File: config.mk
export PLATFORM = sky130hd
export DESIGN_NAME = cau_div_step
export DESIGN_NICKNAME = d
export VERILOG_FILES = /design/src/rtl/cau_div_step.sv
export SDC_FILE = /design/constraint.sdc
export NUM_CORES = 1
export LEC_CHECK = 0
export BUFFER_PORTS_ARGS = -buffer_cell sky130_fd_sc_hd__buf_2
export CAP_MARGIN = 30
export CORE_AREA = 4 4 154 156
export CTS_BUF_LIST = sky130_fd_sc_hd__clkbuf_16
export CTS_CLUSTER_SIZE = 40
export DETAILED_ROUTE_END_ITERATION = 16
export DIE_AREA = 0 0 158 160
export PLACE_DENSITY = 0.75
export RECOVER_POWER = 100
export SYNTH_ARGS = -nofsm -noshare
export SYNTH_HDL_FRONTEND = slang
export SYNTH_SLANG_ARGS = --single-unit
File: constraint.sdc
create_clock -name i_clk -period 3.9 [get_ports i_clk]
set_input_delay 0.78 -clock i_clk [delete_from_list [all_inputs] [get_ports i_clk]]
set_output_delay 0.78 -clock i_clk [all_outputs]
set_load 0.05 [all_outputs]
File: src/rtl/cau_div_step.sv
// ----------------------------------------------------------------------------
// cau_div_step
// One restoring division step for the real and imaginary lanes, registered.
// ----------------------------------------------------------------------------
module cau_div_step #(
    parameter int W  = 16,
    parameter int SB = 40
) (
    input  logic            i_clk,
    input  logic            i_en,
    input  logic [SB-1:0]   i_side,
    input  logic [2*W-1:0]  i_den,
    input  logic [2*W-1:0]  i_rem_r,
    input  logic [2*W-1:0]  i_rem_i,
    input  logic [W-1:0]    i_quo_r,
    input  logic [W-1:0]    i_quo_i,
    input  logic [W-1:0]    i_low_r,
    input  logic [W-1:0]    i_low_i,
    output logic [SB-1:0]   o_side,
    output logic [2*W-1:0]  o_den,
    output logic [2*W-1:0]  o_rem_r,
    output logic [2*W-1:0]  o_rem_i,
    output logic [W-1:0]    o_quo_r,
    output logic [W-1:0]    o_quo_i,
    output logic [W-1:0]    o_low_r,
    output logic [W-1:0]    o_low_i
);

    localparam int DW = 2 * W;

    logic [DW:0] t_r, t_i, d_x;
    logic        ge_r, ge_i;

    always_comb begin
        d_x  = {1'b0, i_den};
        t_r  = {i_rem_r, i_low_r[W-1]};
        t_i  = {i_rem_i, i_low_i[W-1]};
        ge_r = t_r >= d_x;
        ge_i = t_i >= d_x;
    end

    always_ff @(posedge i_clk) begin
        if (i_en) begin
            o_side  <= i_side;
            o_den   <= i_den;
            o_rem_r <= ge_r ? DW'(t_r - d_x) : DW'(t_r);
            o_rem_i <= ge_i ? DW'(t_i - d_x) : DW'(t_i);
            o_quo_r <= {i_quo_r[W-2:0], ge_r};
            o_quo_i <= {i_quo_i[W-2:0], ge_i};
            o_low_r <= i_low_r << 1;
            o_low_i <= i_low_i << 1;
        end
    end

endmodule

# == Yosys cells after proc, flatten, opt, wreduce, memory -nomap -nowiden ==
# Cells that the tools add are included.
# Widths: inputs -> output; s select.
# op_classes
add_sub_neg,2
magnitude_cmp,2
muxes,2
# ops
cell,count
$ge 33x32->1,2
$mux 32,2
$sub 32x32->32,2
# word_totals
regBits,198
in_bits,202
output_inout_bits,200
word_cells,14

# == Depth between registers and ports, before layout ==
# logic_depth
word_depth,2
depth_mapped,14
depth_no_buf,12

# == Least setup slack after synthesis ==
# No wires, ideal clock.
# synth_timing
path_kind,input to register
start,input i_den[18]
end,"register o_rem_i[24], data pin"
setup_time_ns,0.262
arrival_time_ns,3.381
required_ns,3.638
slack_ns,0.257
cell_stages,13
n_path_buf,2
cell_sequence,inv_1 > ha_1 > buf_2 > a21o_1 > a21o_1 > a21o_1 > a221oi_2 > o21ai_1 > a31oi_1 > a21oi_2 > a2111oi_4 > buf_6 > mux2_1
# synth_via
elab_chain_cells,2
elab_cells_between_ends,3
cone_classes,add/sub: 1; order compare: 1; mux: 1
# synth_lines
element,line_no,source
from (decl),12,"input logic [2*W-1:0] i_den,"
$sub 32x32->32 or $ge 33x32->1 (tied branches),"47, 39",
$mux 32 *,47,o_rem_i <= ge_i ? DW'(t_i - d_x) : DW'(t_i);
to (signal assigned),47,
to (decl),22,"output logic [2*W-1:0] o_rem_i,"
# Mark *: on every way between the ends. The rest lies on a longest branch, timed or not.
# A chain may end at the register's enable or synchronous reset.

# == Worst setup path in the final report ==
# layout_timing
start,input i_den[4]
end,"register o_rem_i[2], data pin"
# layout_via
elab_chain_cells,2
# layout_lines
element,line_no,source
$ge 33x32->1,39,ge_i = t_i >= d_x;
$mux 32,47,
# No other way between the ends.

==> flow_metrics.env <==
export IMPL_cpMostUsedCell="o21ai_1"
export IMPL_drc=0
export IMPL_yosys_cell_count_top_type="edfxtp_1"
export IMPL_worstMarginPinSlew_ns=1.82
export IMPL_ir_worst_vdd_v=0.000269
export IMPL_ys_top_cells_by_area="edfxtp_1 (59%), ha_1 (7.9%), mux2_1 (3.0%)"
export IMPL_wl_per_cell_um=19.9
export IMPL_p_int_mw=4.01
export IMPL_status="finished with violations"
export IMPL_cts_tree="built"
export IMPL_ys_seq_area_frac=0.588
export IMPL_critPathKind="in -> reg"
export IMPL_instances_no_fill=1529
export IMPL_gp_congestion=0.877
export IMPL_maxCapViolations=1
export IMPL_vias_per_cell=5.25
export IMPL_yosys_cell_types_count=56
export IMPL_ctsHoldBuffers=0
export IMPL_synth_top_family_by_area="compound AO/OA/AOI/OAI gates"
export IMPL_drtAntennaViolNets=0
export IMPL_power_frac_comb=0.302
export IMPL_relSlewSlack=-0.216
export IMPL_cp_data_required_time_ns=4.08
export IMPL_initial_utilization=0.452
export IMPL_async_reset_ff_frac=0
export IMPL_clockRootBuffer="clkbuf_16"
export IMPL_synth_area_leader_cell="edfxtp_1"
export IMPL_nFillCells=1972
export IMPL_vias=8034
export IMPL_cts_resized=0
export IMPL_min_path_cells=1
export IMPL_endpoint_kind="register"
export IMPL_ys_flop_type="edfxtp_1"
export IMPL_finalMaxSlewViolations=68
export IMPL_clockBufferDepth=2
export IMPL_yosys_top_cells_count="edfxtp_1 (198), ha_1 (64), nand2_1 (64)"
export IMPL_switching_share=0.377
export IMPL_post_place_ws_ns=-0.100
export IMPL_pwr_share_seq=0.419
export IMPL_die_y_um=160
export IMPL_grt_max_degree=71
export IMPL_rsz0062_at_grt="false"
export IMPL_synth_edff_count=198
export IMPL_crit_path_max_fanout=24
export IMPL_die_w_um=158
export IMPL_place_hpwl_um=24400
export IMPL_synthSimpleGateAreaFrac=0.0822
export IMPL_std_cell_rows=55
export IMPL_power_density_nw_per_um2=499
export IMPL_violations="capacitance limit, slew limit"
export IMPL_finalSetupTns_ns=0
export IMPL_max_freq_mhz=280
export IMPL_post_cts_buffers=0
export IMPL_synth_compound_area_frac=0.127
export IMPL_critPathBufInv=3
export IMPL_port_buffers=397
export IMPL_crit_slowest_cell="o21ai_0"
export IMPL_pin_count=402
export IMPL_synth_area_um2=10100
export IMPL_synthMuxAreaShare=0.0376
export IMPL_path_cells="clkbuf_1 > inv_1 > ha_1 > a21oi_1 > nand2_1 > o21ai_0 > o21ai_1 > o21ai_1 > or3_1 > a21oi_2 > a2111oi_4 > buf_12 > mux2_2"
export IMPL_cts_sinks=198
export IMPL_worst_slack_ns=0.332
export IMPL_drive_above_1_share=0.203
export IMPL_drt_initial_drc_count=447
export IMPL_synth_top_cell_area_share=0.588
export IMPL_post_route_util=0.576
export IMPL_place_inst=1496
export IMPL_arrival_ns=3.75
export IMPL_syn_inst=809
export IMPL_worst_path_stages=13
export IMPL_dieArea_um2=25300
export IMPL_crit_path_start_kind="input port"
export IMPL_grt_pass1_vias=8045
export IMPL_nets=1498
export IMPL_clockPowerShare=0.279
export IMPL_max_stage_delay_ns=0.44
export IMPL_hold_viol_final=0
export IMPL_postSynthAreaPerCell_um2=12.5
export IMPL_p_leak_nw=5.26
export IMPL_first_pass_iters=5
export IMPL_antenna_found_initial=4
export IMPL_post_route_period_util=0.915
export IMPL_drt_total_wl_um=30400
export IMPL_finalCriticalPeriod_ns=3.57
export IMPL_synth_seq_cells=198
export IMPL_grt_ovfl_total=0
export IMPL_crit_family="compound AO/OA/AOI/OAI gates"
export IMPL_ys_warn_count=0
export IMPL_min_path_type="in -> reg"
export IMPL_synth_xor_area_frac=0.0511
export IMPL_cts_buffers=17
export IMPL_core_area_um2=22400
export IMPL_synthAdderAreaFrac=0.0831
export IMPL_p_switching_mw=2.42
export IMPL_final_setup_viol_count=0
export IMPL_path_clk_slew_ns=0.08
export IMPL_ctsHtreeMaxLevel=4
export IMPL_syn2layout_area_growth_pct=27.4
export IMPL_grt_pass1_wl_um=45000
export IMPL_track_usage=0.232
-- per-stage QoR --
step | hold slack, ns | area [um^2] | power [mW]
2_1_floorplan | 0.879 | 10100 | 4.15
6_report | 0.517 | 12900 | 6.43
3_3_place_gp | 0.957 | 12600 | 4.72
4_1_cts | 0.496 | 13200 | 6.54
5_1_grt | 0.490 | 12900 | 6.70
3_5_place_dp | 0.958 | 12600 | 4.74
-- cell type report --
type,instances,area [um^2],share of cell area
diodes,2,5.00,0.000388
clock buffers,17,425,0.0330
clock inverters,14,173,0.0134
inverters,49,184,0.0143
multi-input cells,536,3860,0.299
flip-flops and latches,198,5950,0.461
well taps,285,357,0.0277
repair buffers,428,1940,0.151
-- state kept, by name (all words and copies together), names as in the netlist --
register  cells
o_den        32
o_low_i      15
o_low_r      15
o_quo_i      16
o_quo_r      16
o_rem_i      32
o_rem_r      32
o_side       40
-- per-layer routing --
| layer | vias up | track usage | routed length (um) |
|---|---|---|---|
| met4 | 6 | 0.0682 | 711 |
| met3 | 44 | 0.0661 | 2600 |
| met1 | 3788 | 0.282 | 11900 |
| met5 | - | 0 | 41 |
| met2 | 322 | 0.401 | 15200 |
| li1 | 3874 | - | - |
-- cell families (layout without fill, tap and decap cells) --
| kind of cell | after synthesis | count (layout) |
|---|---|---|
| mux | 34 | 34 |
| compound gates | 202 | 202 |
| fa+ha+maj | 66 | 66 |
| buf+inv | 76 | 508 |
| other cells | 1 | 4 |
| flops | 198 | 198 |
| xor+xnor | 59 | 59 |
| simple gates | 173 | 173 |
-- cell usage in the layout, fill, tap and decap left out, types with 24 or more instances in the layout --
cell	n
xnor2_1	31
xor2_1	28
nor2_1	30
nand2_1	64
inv_1	49
ha_1	64
a21o_1	27
buf_2	176
o21ai_0	57
edfxtp_1	198
clkbuf_1	220
a21oi_1	54
buf_4	24
mux2_1	27
-- power groups by stage --
stage	Sequential, mW	Clock, mW	Combinational [mW]
after floorplan	3.54	0	0.611
after global placement	2.72	0	2.00
after detailed placement	2.73	0	2.01
after CTS	2.68	1.83	2.02
after global routing	2.71	1.92	2.07
final	2.69	1.79	1.94
-- path summary, 6_finish.rpt --
path | startpoint | end | slack, ns
setup / recovery | i_den[4] | o_rem_i[2]$_DFFE_PP_ | 0.33
hold / removal | i_side[0] | o_side[0]$_DFFE_PP_ | 0.52
Power figures use the tool's default switching activity.
