### src/rtl/cau_pkg.sv
// ----------------------------------------------------------------------------
// cau_pkg
// Shared operation codes for the complex arithmetic unit.
// ----------------------------------------------------------------------------
package cau_pkg;

    typedef enum logic [1:0] {
        CMD_ADD = 2'd0,
        CMD_SUB = 2'd1,
        CMD_MUL = 2'd2,
        CMD_DIV = 2'd3
    } t_cmd;

endpackage

### src/rtl/cau_front.sv
// ----------------------------------------------------------------------------
// cau_front
// Three register stages: products, sums of products, then saturation of the
// add/sub/multiply results and setup of the divide operands.
// ----------------------------------------------------------------------------
module cau_front #(
    parameter int W = 16,
    parameter int F = 8
) (
    input  logic                  i_clk,
    input  logic [2:0]            i_en,
    input  cau_pkg::t_cmd         i_cmd,
    input  logic signed [W-1:0]   i_a_real,
    input  logic signed [W-1:0]   i_a_imag,
    input  logic signed [W-1:0]   i_b_real,
    input  logic signed [W-1:0]   i_b_imag,
    output cau_pkg::t_cmd         o_cmd,
    output logic [W-1:0]          o_res_r,
    output logic [W-1:0]          o_res_i,
    output logic                  o_ovf,
    output logic                  o_neg_r,
    output logic                  o_neg_i,
    output logic                  o_big_r,
    output logic                  o_big_i,
    output logic                  o_dz,
    output logic [2*W-1:0]        o_den,
    output logic [2*W-1:0]        o_rem_r,
    output logic [2*W-1:0]        o_rem_i,
    output logic [W-1:0]          o_low_r,
    output logic [W-1:0]          o_low_i
);

    localparam int PW = 2 * W;
    localparam int SW = 2 * W + 1;
    localparam int DW = 2 * W;
    localparam int NW = 2 * W + F;

    localparam logic [W-1:0] SAT_MAX = {1'b0, {(W-1){1'b1}}};
    localparam logic [W-1:0] SAT_MIN = {1'b1, {(W-1){1'b0}}};

    // stage 1: products and add/sub
    cau_pkg::t_cmd        r1_cmd;
    logic signed [W:0]    r1_as_r, r1_as_i;
    logic signed [PW-1:0] r1_arbr, r1_aibi, r1_arbi, r1_aibr, r1_brbr, r1_bibi;

    always_ff @(posedge i_clk) begin
        if (i_en[0]) begin
            r1_cmd  <= i_cmd;
            if (i_cmd == cau_pkg::CMD_SUB) begin
                r1_as_r <= (W+1)'(i_a_real) - (W+1)'(i_b_real);
                r1_as_i <= (W+1)'(i_a_imag) - (W+1)'(i_b_imag);
            end else begin
                r1_as_r <= (W+1)'(i_a_real) + (W+1)'(i_b_real);
                r1_as_i <= (W+1)'(i_a_imag) + (W+1)'(i_b_imag);
            end
            r1_arbr <= PW'(i_a_real) * PW'(i_b_real);
            r1_aibi <= PW'(i_a_imag) * PW'(i_b_imag);
            r1_arbi <= PW'(i_a_real) * PW'(i_b_imag);
            r1_aibr <= PW'(i_a_imag) * PW'(i_b_real);
            r1_brbr <= PW'(i_b_real) * PW'(i_b_real);
            r1_bibi <= PW'(i_b_imag) * PW'(i_b_imag);
        end
    end

    // stage 2: sums of products, divisor magnitude squared
    cau_pkg::t_cmd        r2_cmd;
    logic signed [W:0]    r2_as_r, r2_as_i;
    logic signed [SW-1:0] r2_s_r, r2_s_i;
    logic [DW-1:0]        r2_den;

    always_ff @(posedge i_clk) begin
        if (i_en[1]) begin
            r2_cmd  <= r1_cmd;
            r2_as_r <= r1_as_r;
            r2_as_i <= r1_as_i;
            if (r1_cmd == cau_pkg::CMD_MUL) begin
                r2_s_r <= SW'(r1_arbr) - SW'(r1_aibi);
                r2_s_i <= SW'(r1_arbi) + SW'(r1_aibr);
            end else begin
                // a times conj(b)
                r2_s_r <= SW'(r1_arbr) + SW'(r1_aibi);
                r2_s_i <= SW'(r1_aibr) - SW'(r1_arbi);
            end
            r2_den  <= DW'($unsigned(r1_brbr)) + DW'($unsigned(r1_bibi));
        end
    end

    // stage 3: saturation, divide setup
    logic signed [SW-1:0] sh_r, sh_i;
    logic                 mo_r, mo_i, ao_r, ao_i;
    logic [W-1:0]         mv_r, mv_i, av_r, av_i;
    logic [SW-1:0]        mag_r, mag_i;
    logic [NW-1:0]        dvd_r, dvd_i, den_x;
    logic [W-1:0]         n_res_r, n_res_i;
    logic                 n_ovf;

    always_comb begin
        sh_r = r2_s_r >>> F;
        sh_i = r2_s_i >>> F;
        mo_r = !((&sh_r[SW-1:W-1]) || !(|sh_r[SW-1:W-1]));
        mo_i = !((&sh_i[SW-1:W-1]) || !(|sh_i[SW-1:W-1]));
        mv_r = mo_r ? (sh_r[SW-1] ? SAT_MIN : SAT_MAX) : sh_r[W-1:0];
        mv_i = mo_i ? (sh_i[SW-1] ? SAT_MIN : SAT_MAX) : sh_i[W-1:0];
        ao_r = r2_as_r[W] ^ r2_as_r[W-1];
        ao_i = r2_as_i[W] ^ r2_as_i[W-1];
        av_r = ao_r ? (r2_as_r[W] ? SAT_MIN : SAT_MAX) : r2_as_r[W-1:0];
        av_i = ao_i ? (r2_as_i[W] ? SAT_MIN : SAT_MAX) : r2_as_i[W-1:0];
        if (r2_cmd == cau_pkg::CMD_MUL) begin
            n_res_r = mv_r;
            n_res_i = mv_i;
            n_ovf   = mo_r | mo_i;
        end else begin
            n_res_r = av_r;
            n_res_i = av_i;
            n_ovf   = ao_r | ao_i;
        end
        mag_r = r2_s_r[SW-1] ? SW'(-r2_s_r) : SW'(r2_s_r);
        mag_i = r2_s_i[SW-1] ? SW'(-r2_s_i) : SW'(r2_s_i);
        dvd_r = NW'(mag_r[DW-1:0]) << F;
        dvd_i = NW'(mag_i[DW-1:0]) << F;
        den_x = NW'(r2_den);
    end

    always_ff @(posedge i_clk) begin
        if (i_en[2]) begin
            o_cmd   <= r2_cmd;
            o_res_r <= n_res_r;
            o_res_i <= n_res_i;
            o_ovf   <= n_ovf;
            o_neg_r <= r2_s_r[SW-1];
            o_neg_i <= r2_s_i[SW-1];
            // quotient would not fit W bits
            o_big_r <= (dvd_r >> W) >= den_x;
            o_big_i <= (dvd_i >> W) >= den_x;
            o_dz    <= (r2_cmd == cau_pkg::CMD_DIV) && (r2_den == '0);
            o_den   <= r2_den;
            o_rem_r <= DW'(dvd_r >> W);
            o_rem_i <= DW'(dvd_i >> W);
            o_low_r <= dvd_r[W-1:0];
            o_low_i <= dvd_i[W-1:0];
        end
    end

endmodule

### config.mk
export PLATFORM = sky130hd
export DESIGN_NAME = cau_front
export DESIGN_NICKNAME = d
export VERILOG_FILES = /design/src/rtl/cau_pkg.sv /design/src/rtl/cau_front.sv
export SDC_FILE = /design/constraint.sdc
export NUM_CORES = 2
export LEC_CHECK = 0
export ABC_AREA = 1
export CORE_ASPECT_RATIO = 0.5
export CORE_MARGIN = 3
export CORE_UTILIZATION = 45
export CTS_CLUSTER_SIZE = 16
export DETAILED_ROUTE_END_ITERATION = 10
export DONT_BUFFER_PORTS = 1
export GPL_TIMING_DRIVEN = 0
export SLEW_MARGIN = 20
export SYNTH_ARGS = -nofsm -noshare
export SYNTH_HDL_FRONTEND = slang
export SYNTH_SLANG_ARGS = --single-unit
### constraint.sdc
create_clock -name i_clk -period 10.75 [get_ports i_clk]
set_clock_uncertainty 0.1 [all_clocks]
set_input_delay 1.075 -clock i_clk [delete_from_list [all_inputs] [get_ports i_clk]]
set_output_delay 1.075 -clock i_clk [all_outputs]
set_load 0.01 [all_outputs]
Word-level counts from Yosys, hierarchy flattened
Index checks and enable logic that the tools add are counted.
{ "totals": {"register_bits": 498, "inputBits": 70, "out_inout_bits": 168, "wordCells": 85} }
{ "classes": {"n_addsub": 11, "n_mul": 6, "order_cmp": 2, "n_eq_ne": 4, "muxes": 17, "bitwise": 4, "reduce_logical": 12} }
{ "ops": {"columns": ["operator", "count"], "rows": [
  ["$mul A16 B16 Y32", 6],
  ["$mux W16", 10],
  ["$add A32 B32 Y33", 2],
  ["$mux W33", 2],
  ["$sub A32 B32 Y33", 2],
  ["$ge A24 B32 Y1", 2],
  ["$mux W32", 2],
  ["$neg A32 Y32", 2],
  ["$add A16 B16 Y17", 2],
  ["$mux W17", 2],
  ["$sub A16 B16 Y17", 2],
  ["$add A32 B32 Y32", 1],
  ["$logic_not A32 Y1", 1],
  ["$reduce_and A10 Y1", 2],
  ["$reduce_or A10 Y1", 2],
  ["$eq A2 B2 Y1 const B", 3],
  ["$logic_not A1 Y1", 4],
  ["$eq A2 B1 Y1 const B", 1],
  ["$logic_or A1 B1 Y1", 2],
  ["$or A1 B1 Y1", 2],
  ["$xor A1 B1 Y1", 2],
  ["$logic_and A1 B1 Y1", 1],
  ["$mux W1", 1]
]} }

Logic depth before layout (Yosys ltp)
{ "depth": {"ltp_word": 6, "mapped_depth": 28, "ltp_nobuf": 26} }

Least setup slack after synthesis
OpenSTA, ideal clock, no wires.
{ "synth_path": {"path_kind": "input -> register", "startpoint": "input port i_b_real[3]", "endpoint": "register r1_brbr[30] (data pin)", "arrival_time_ps": 6364, "slack_ps": 4028, "path_stages": 22, "path_buffers": 3, "path_cell_list": "clkbuf_1 clkbuf_1 buf_1 nand2_1 fa_1 fa_1 fa_1 inv_1 fa_1 fa_1 inv_1 fa_1 inv_1 ha_1 a21oi_1 a21boi_0 nand2_1 a31oi_1 inv_1 nand3_1 nand2_1 xor2_1"} }
{ "synth_between": {"elab_chain_len": 1} }
{ "synth_lines": {"columns": ["item", "line", "rtl"], "rows": [
  ["start, declared", "cau_front.sv:15", "input logic signed [W-1:0] i_b_real,"],
  ["$mul A16 B16 Y32", "cau_front.sv:60", "r1_brbr <= PW'(i_b_real) * PW'(i_b_real);"],
  ["end signal, assigned", "cau_front.sv:60", null],
  ["end, declared", "cau_front.sv:44", "logic signed [PW-1:0] r1_arbr, r1_aibi, r1_arbi, r1_aibr, r1_brbr, r1_bibi;"]
]} }
Every way passes these cells.
A chain may end at the register's enable or synchronous reset.

Worst setup path in the final report
{ "layout_path": {"startpoint": "input port i_a_real[15]", "endpoint": "register r1_arbi[31] (data pin)"} }
{ "layout_between": {"elab_chain_len": 1} }
{ "layout_lines": {"columns": ["item", "line", "rtl"], "rows": [
  ["start, declared", "cau_front.sv:13", "input logic signed [W-1:0] i_a_real,"],
  ["$mul A16 B16 Y32", "cau_front.sv:58", "r1_arbi <= PW'(i_a_real) * PW'(i_b_imag);"],
  ["end signal, assigned", "cau_front.sv:58", null],
  ["end, declared", "cau_front.sv:44", null]
]} }
Every way passes these cells.

==> impl_metrics.csv <==
group,metric,value,unit
die,die_area,199000,µm²
sta,finalHoldViolations,0,
clock_tree,cts_tree,"built",
routing,first_pass_iters,6,
sta,period_share,85.1,%
logic_synthesis,yosysMostFrequentCell,"inv_1",
final_layout,areaGrowthSynthToFinish,6.40,%
logic_synthesis,netlist.area_leader.share,34.9,%
grt,grt_usage,32.5,%
worst_setup_path,worstPathMaxFanout,10,
sta,relSlewSlack,10.2,%
logic_synthesis,yosys-top-cells-area,"fa_1, edfxtp_1, inv_1, ha_1, nand2_1",
worst_setup_path,critPathRequiredTime,10.90,ns
final_layout,final_nets,12456,
worst_setup_path,cp_slowest_cell,"clkbuf_1",
logic_synthesis,yosysUniqueCellTypes,64,
die,io_pins,238,
clock_tree,post_cts_buffers,0,
grt,grt_max_degree,227,
clock_tree,ctsResizeCount,0,
die,dieWidth,628,µm
clock_tree,cts_buffers,53,
grt,antenna_found_initial,55,
sta,slew_violations,0,
logic_synthesis,ys_warn_count,0,
worst_setup_path,arrival,9.29,ns
clock_tree,cts_max_level,2,
sta,worst_pin_slew,1.34,ns
routing,routed_wl,321000,µm
final_layout,fill_cells,18651,
worst_setup_path,path_class,"in2reg",
worst_setup_path,cp_cell_sequence,"clkbuf_1, clkbuf_1, nand2_1, inv_1, fa_1, fa_1, inv_1, fa_1, inv_1, fa_1, inv_1, fa_1, inv_1, fa_1, ha_1, inv_1, nor3_1, nand2_1, nor3_1, nand2_1, inv_1, nor2_1, and2_1, nor2_1",
logic_synthesis,synth.avg_cell_area,8.62,µm²
sta,rsz0062_at_grt,"no",
routing,via_per_inst,5.35,
placement,gp_congestion,1.07,
routing,drt_iter0_markers,7522,
die,initial_core_util,45.6,%
clock_tree,clkLatencyLatePin,0.63,ns
logic_synthesis,syn_area,87000,µm²
logic_synthesis,synth_edf_count,496,
placement,dp_hpwl,275000,µm
die,core-area,191000,µm²
clock_tree,cts_root_buf,"clkbuf_16",
grt,grt_pass1_vias,67303,
grt,grt_first_pass_wirelength,461000,µm
logic_synthesis,synthCells,10084,
logic_synthesis,synthFlopType,"edfxtp_1",
die,die_height,317,µm
logic_synthesis,ys_async_sr_fraction,0,%
final_layout,drive_above_1_share,3.08,%
logic_synthesis,synth_area_leader_cell,"fa_1",
routing,drc,0,
grt,grt.overflow.total,0,
flow_run,cap_violations,0,
clock_tree,clock-sinks,496,
clock_tree,clk_pin_slew,0.06,ns
routing,wl_per_cell,25.2,µm
placement,io_buffers,0,
worst_setup_path,crit_path_end_kind,"flip-flop",
logic_synthesis,synth_common_cells,"inv_1, nand2_1, fa_1, ha_1, edfxtp_1",
worst_setup_path,cp-start-kind,"primary input",
sta,tns,0,ns
sta,fmax,109,MHz
logic_synthesis,synth_seq_cells,496,
routing,drtAntennaViolNets,0,
worst_setup_path,critPathMaxStageDelay,0.90,ns
routing,num_vias,68318,
die,rows,113,
hold_path,min_path_type,"reg2reg",
worst_setup_path,crit_top_cell,"inv_1",
sta,min_period,9.15,ns
run_status,outcome,"finished clean",
clock_tree,cts_buffer_depth,3,
logic_synthesis,ys_seq_area_share,17.1,%
clock_tree,ctsHoldBuffers,0,
sta,setup_viol_count_final,0,
-- routing by layer --
layer  part of all wire, %  routed length, µm  vias to the layer above  track usage [%]
met5                 0.075                242                        -            0.383
met4                   3.6              11700                       20             10.5
met3                    13              43200                      503             12.5
met2                    40             130000                     3564             45.7
met1                    43             137000                    34049             45.9
li1                      -                  -                    30182                -
-- final timing paths --
| kind | slack (ns) | depth (start not counted) | endpoint | from |
|---|---|---|---|---|
| worst min-delay path | 0.32 | 0 | r2_as_i[8]$_DFFE_PP_ | r1_as_i[8]$_DFFE_PP_ |
| worst max register to register | 6.05 | 14 | r2_s_r[29]$_DFFE_PP_ | r1_cmd[0]$_DFFE_PP_ |
| worst min register to register | 0.32 | 0 | r2_as_i[8]$_DFFE_PP_ | r1_as_i[8]$_DFFE_PP_ |
| worst max-delay path | 1.60 | 24 | r1_arbi[31]$_DFFE_PP_ | i_a_real[15] |
-- cell usage in the layout, fill, tap and decap left out, types with 17 or more instances in the layout --
cell / n
a21o_1: 29
a21oi_1: 367
a22oi_1: 20
a31oi_1: 22
buf_1: 71
buf_4: 34
clkbuf_1: 195
clkbuf_16: 53
clkbuf_2: 17
conb_1: 32
diode_2: 34
edfxtp_1: 496
fa_1: 1518
ha_1: 696
inv_1: 2723
nand2_1: 2068
nand2_2: 17
nand3_1: 165
nand4_1: 72
nor2_1: 494
nor3_1: 75
nor4_1: 24
o21ai_0: 183
o21ai_1: 42
o21bai_1: 47
xnor2_1: 147
xor2_1: 310
xor2_2: 17
-- logic make-up after synthesis --
group,after synthesis,share of synthesized area [%]
flops,496,17.1
simple gates,2980,13.9
other cells,1,0.00431
fa+ha+maj,2214,45.0
compound gates,835,5.69
xor+xnor,487,4.91
buf+inv,3071,13.4
-- sequential cells by signal (all words and copies together) (netlist names), 17 cells and up --
register,cells
r2_s_i,33
o_rem_r,24
r1_brbr,31
r1_arbr,32
r2_as_r,17
r1_as_i,17
o_rem_i,24
r1_arbi,32
r1_aibi,32
o_den,32
r1_aibr,32
r2_s_r,33
r1_as_r,17
r2_den,32
r2_as_i,17
r1_bibi,31
-- cell type report --
type	count	area (µm²)	share of cell area, %
Multi-Input combinational cell	6548	60700	65.6
Sequential cell	496	14900	16.1
Inverter	2741	10300	11.1
Tap cell	2530	3170	3.42
Buffer	330	1430	1.54
Clock buffer	54	1330	1.44
Clock inverter	46	593	0.641
Antenna cell	34	85.1	0.0920
Timing Repair Buffer	2	22.5	0.0243
-- metrics by stage --
step | instance area, µm² | cells | hold slack [ns] | util, % | setup slack (ns)
final | 92500 | 12781 | 0.318 | 48.5 | 1.60
after global routing | 92500 | 12753 | 0.324 | 48.4 | 1.37
after CTS | 92300 | 12747 | 0.316 | 48.4 | 1.86
after detailed placement | 90400 | 12647 | 0.305 | 47.3 | 1.24
after global placement | 90200 | 12645 | 0.301 | 47.3 | 1.17
after floorplan | 87100 | 10115 | 0.300 | - | 4.03
-- worst max-delay path, delay by kind of cell --
kind | cells | cell delay [ns]
fa+ha+maj | 7 | 3.73
simple gates | 8 | 1.97
buf+inv | 9 | 2.47
Power is not shown: default switching activity piles up to over one toggle a cycle in this logic, so the estimate is an artifact.
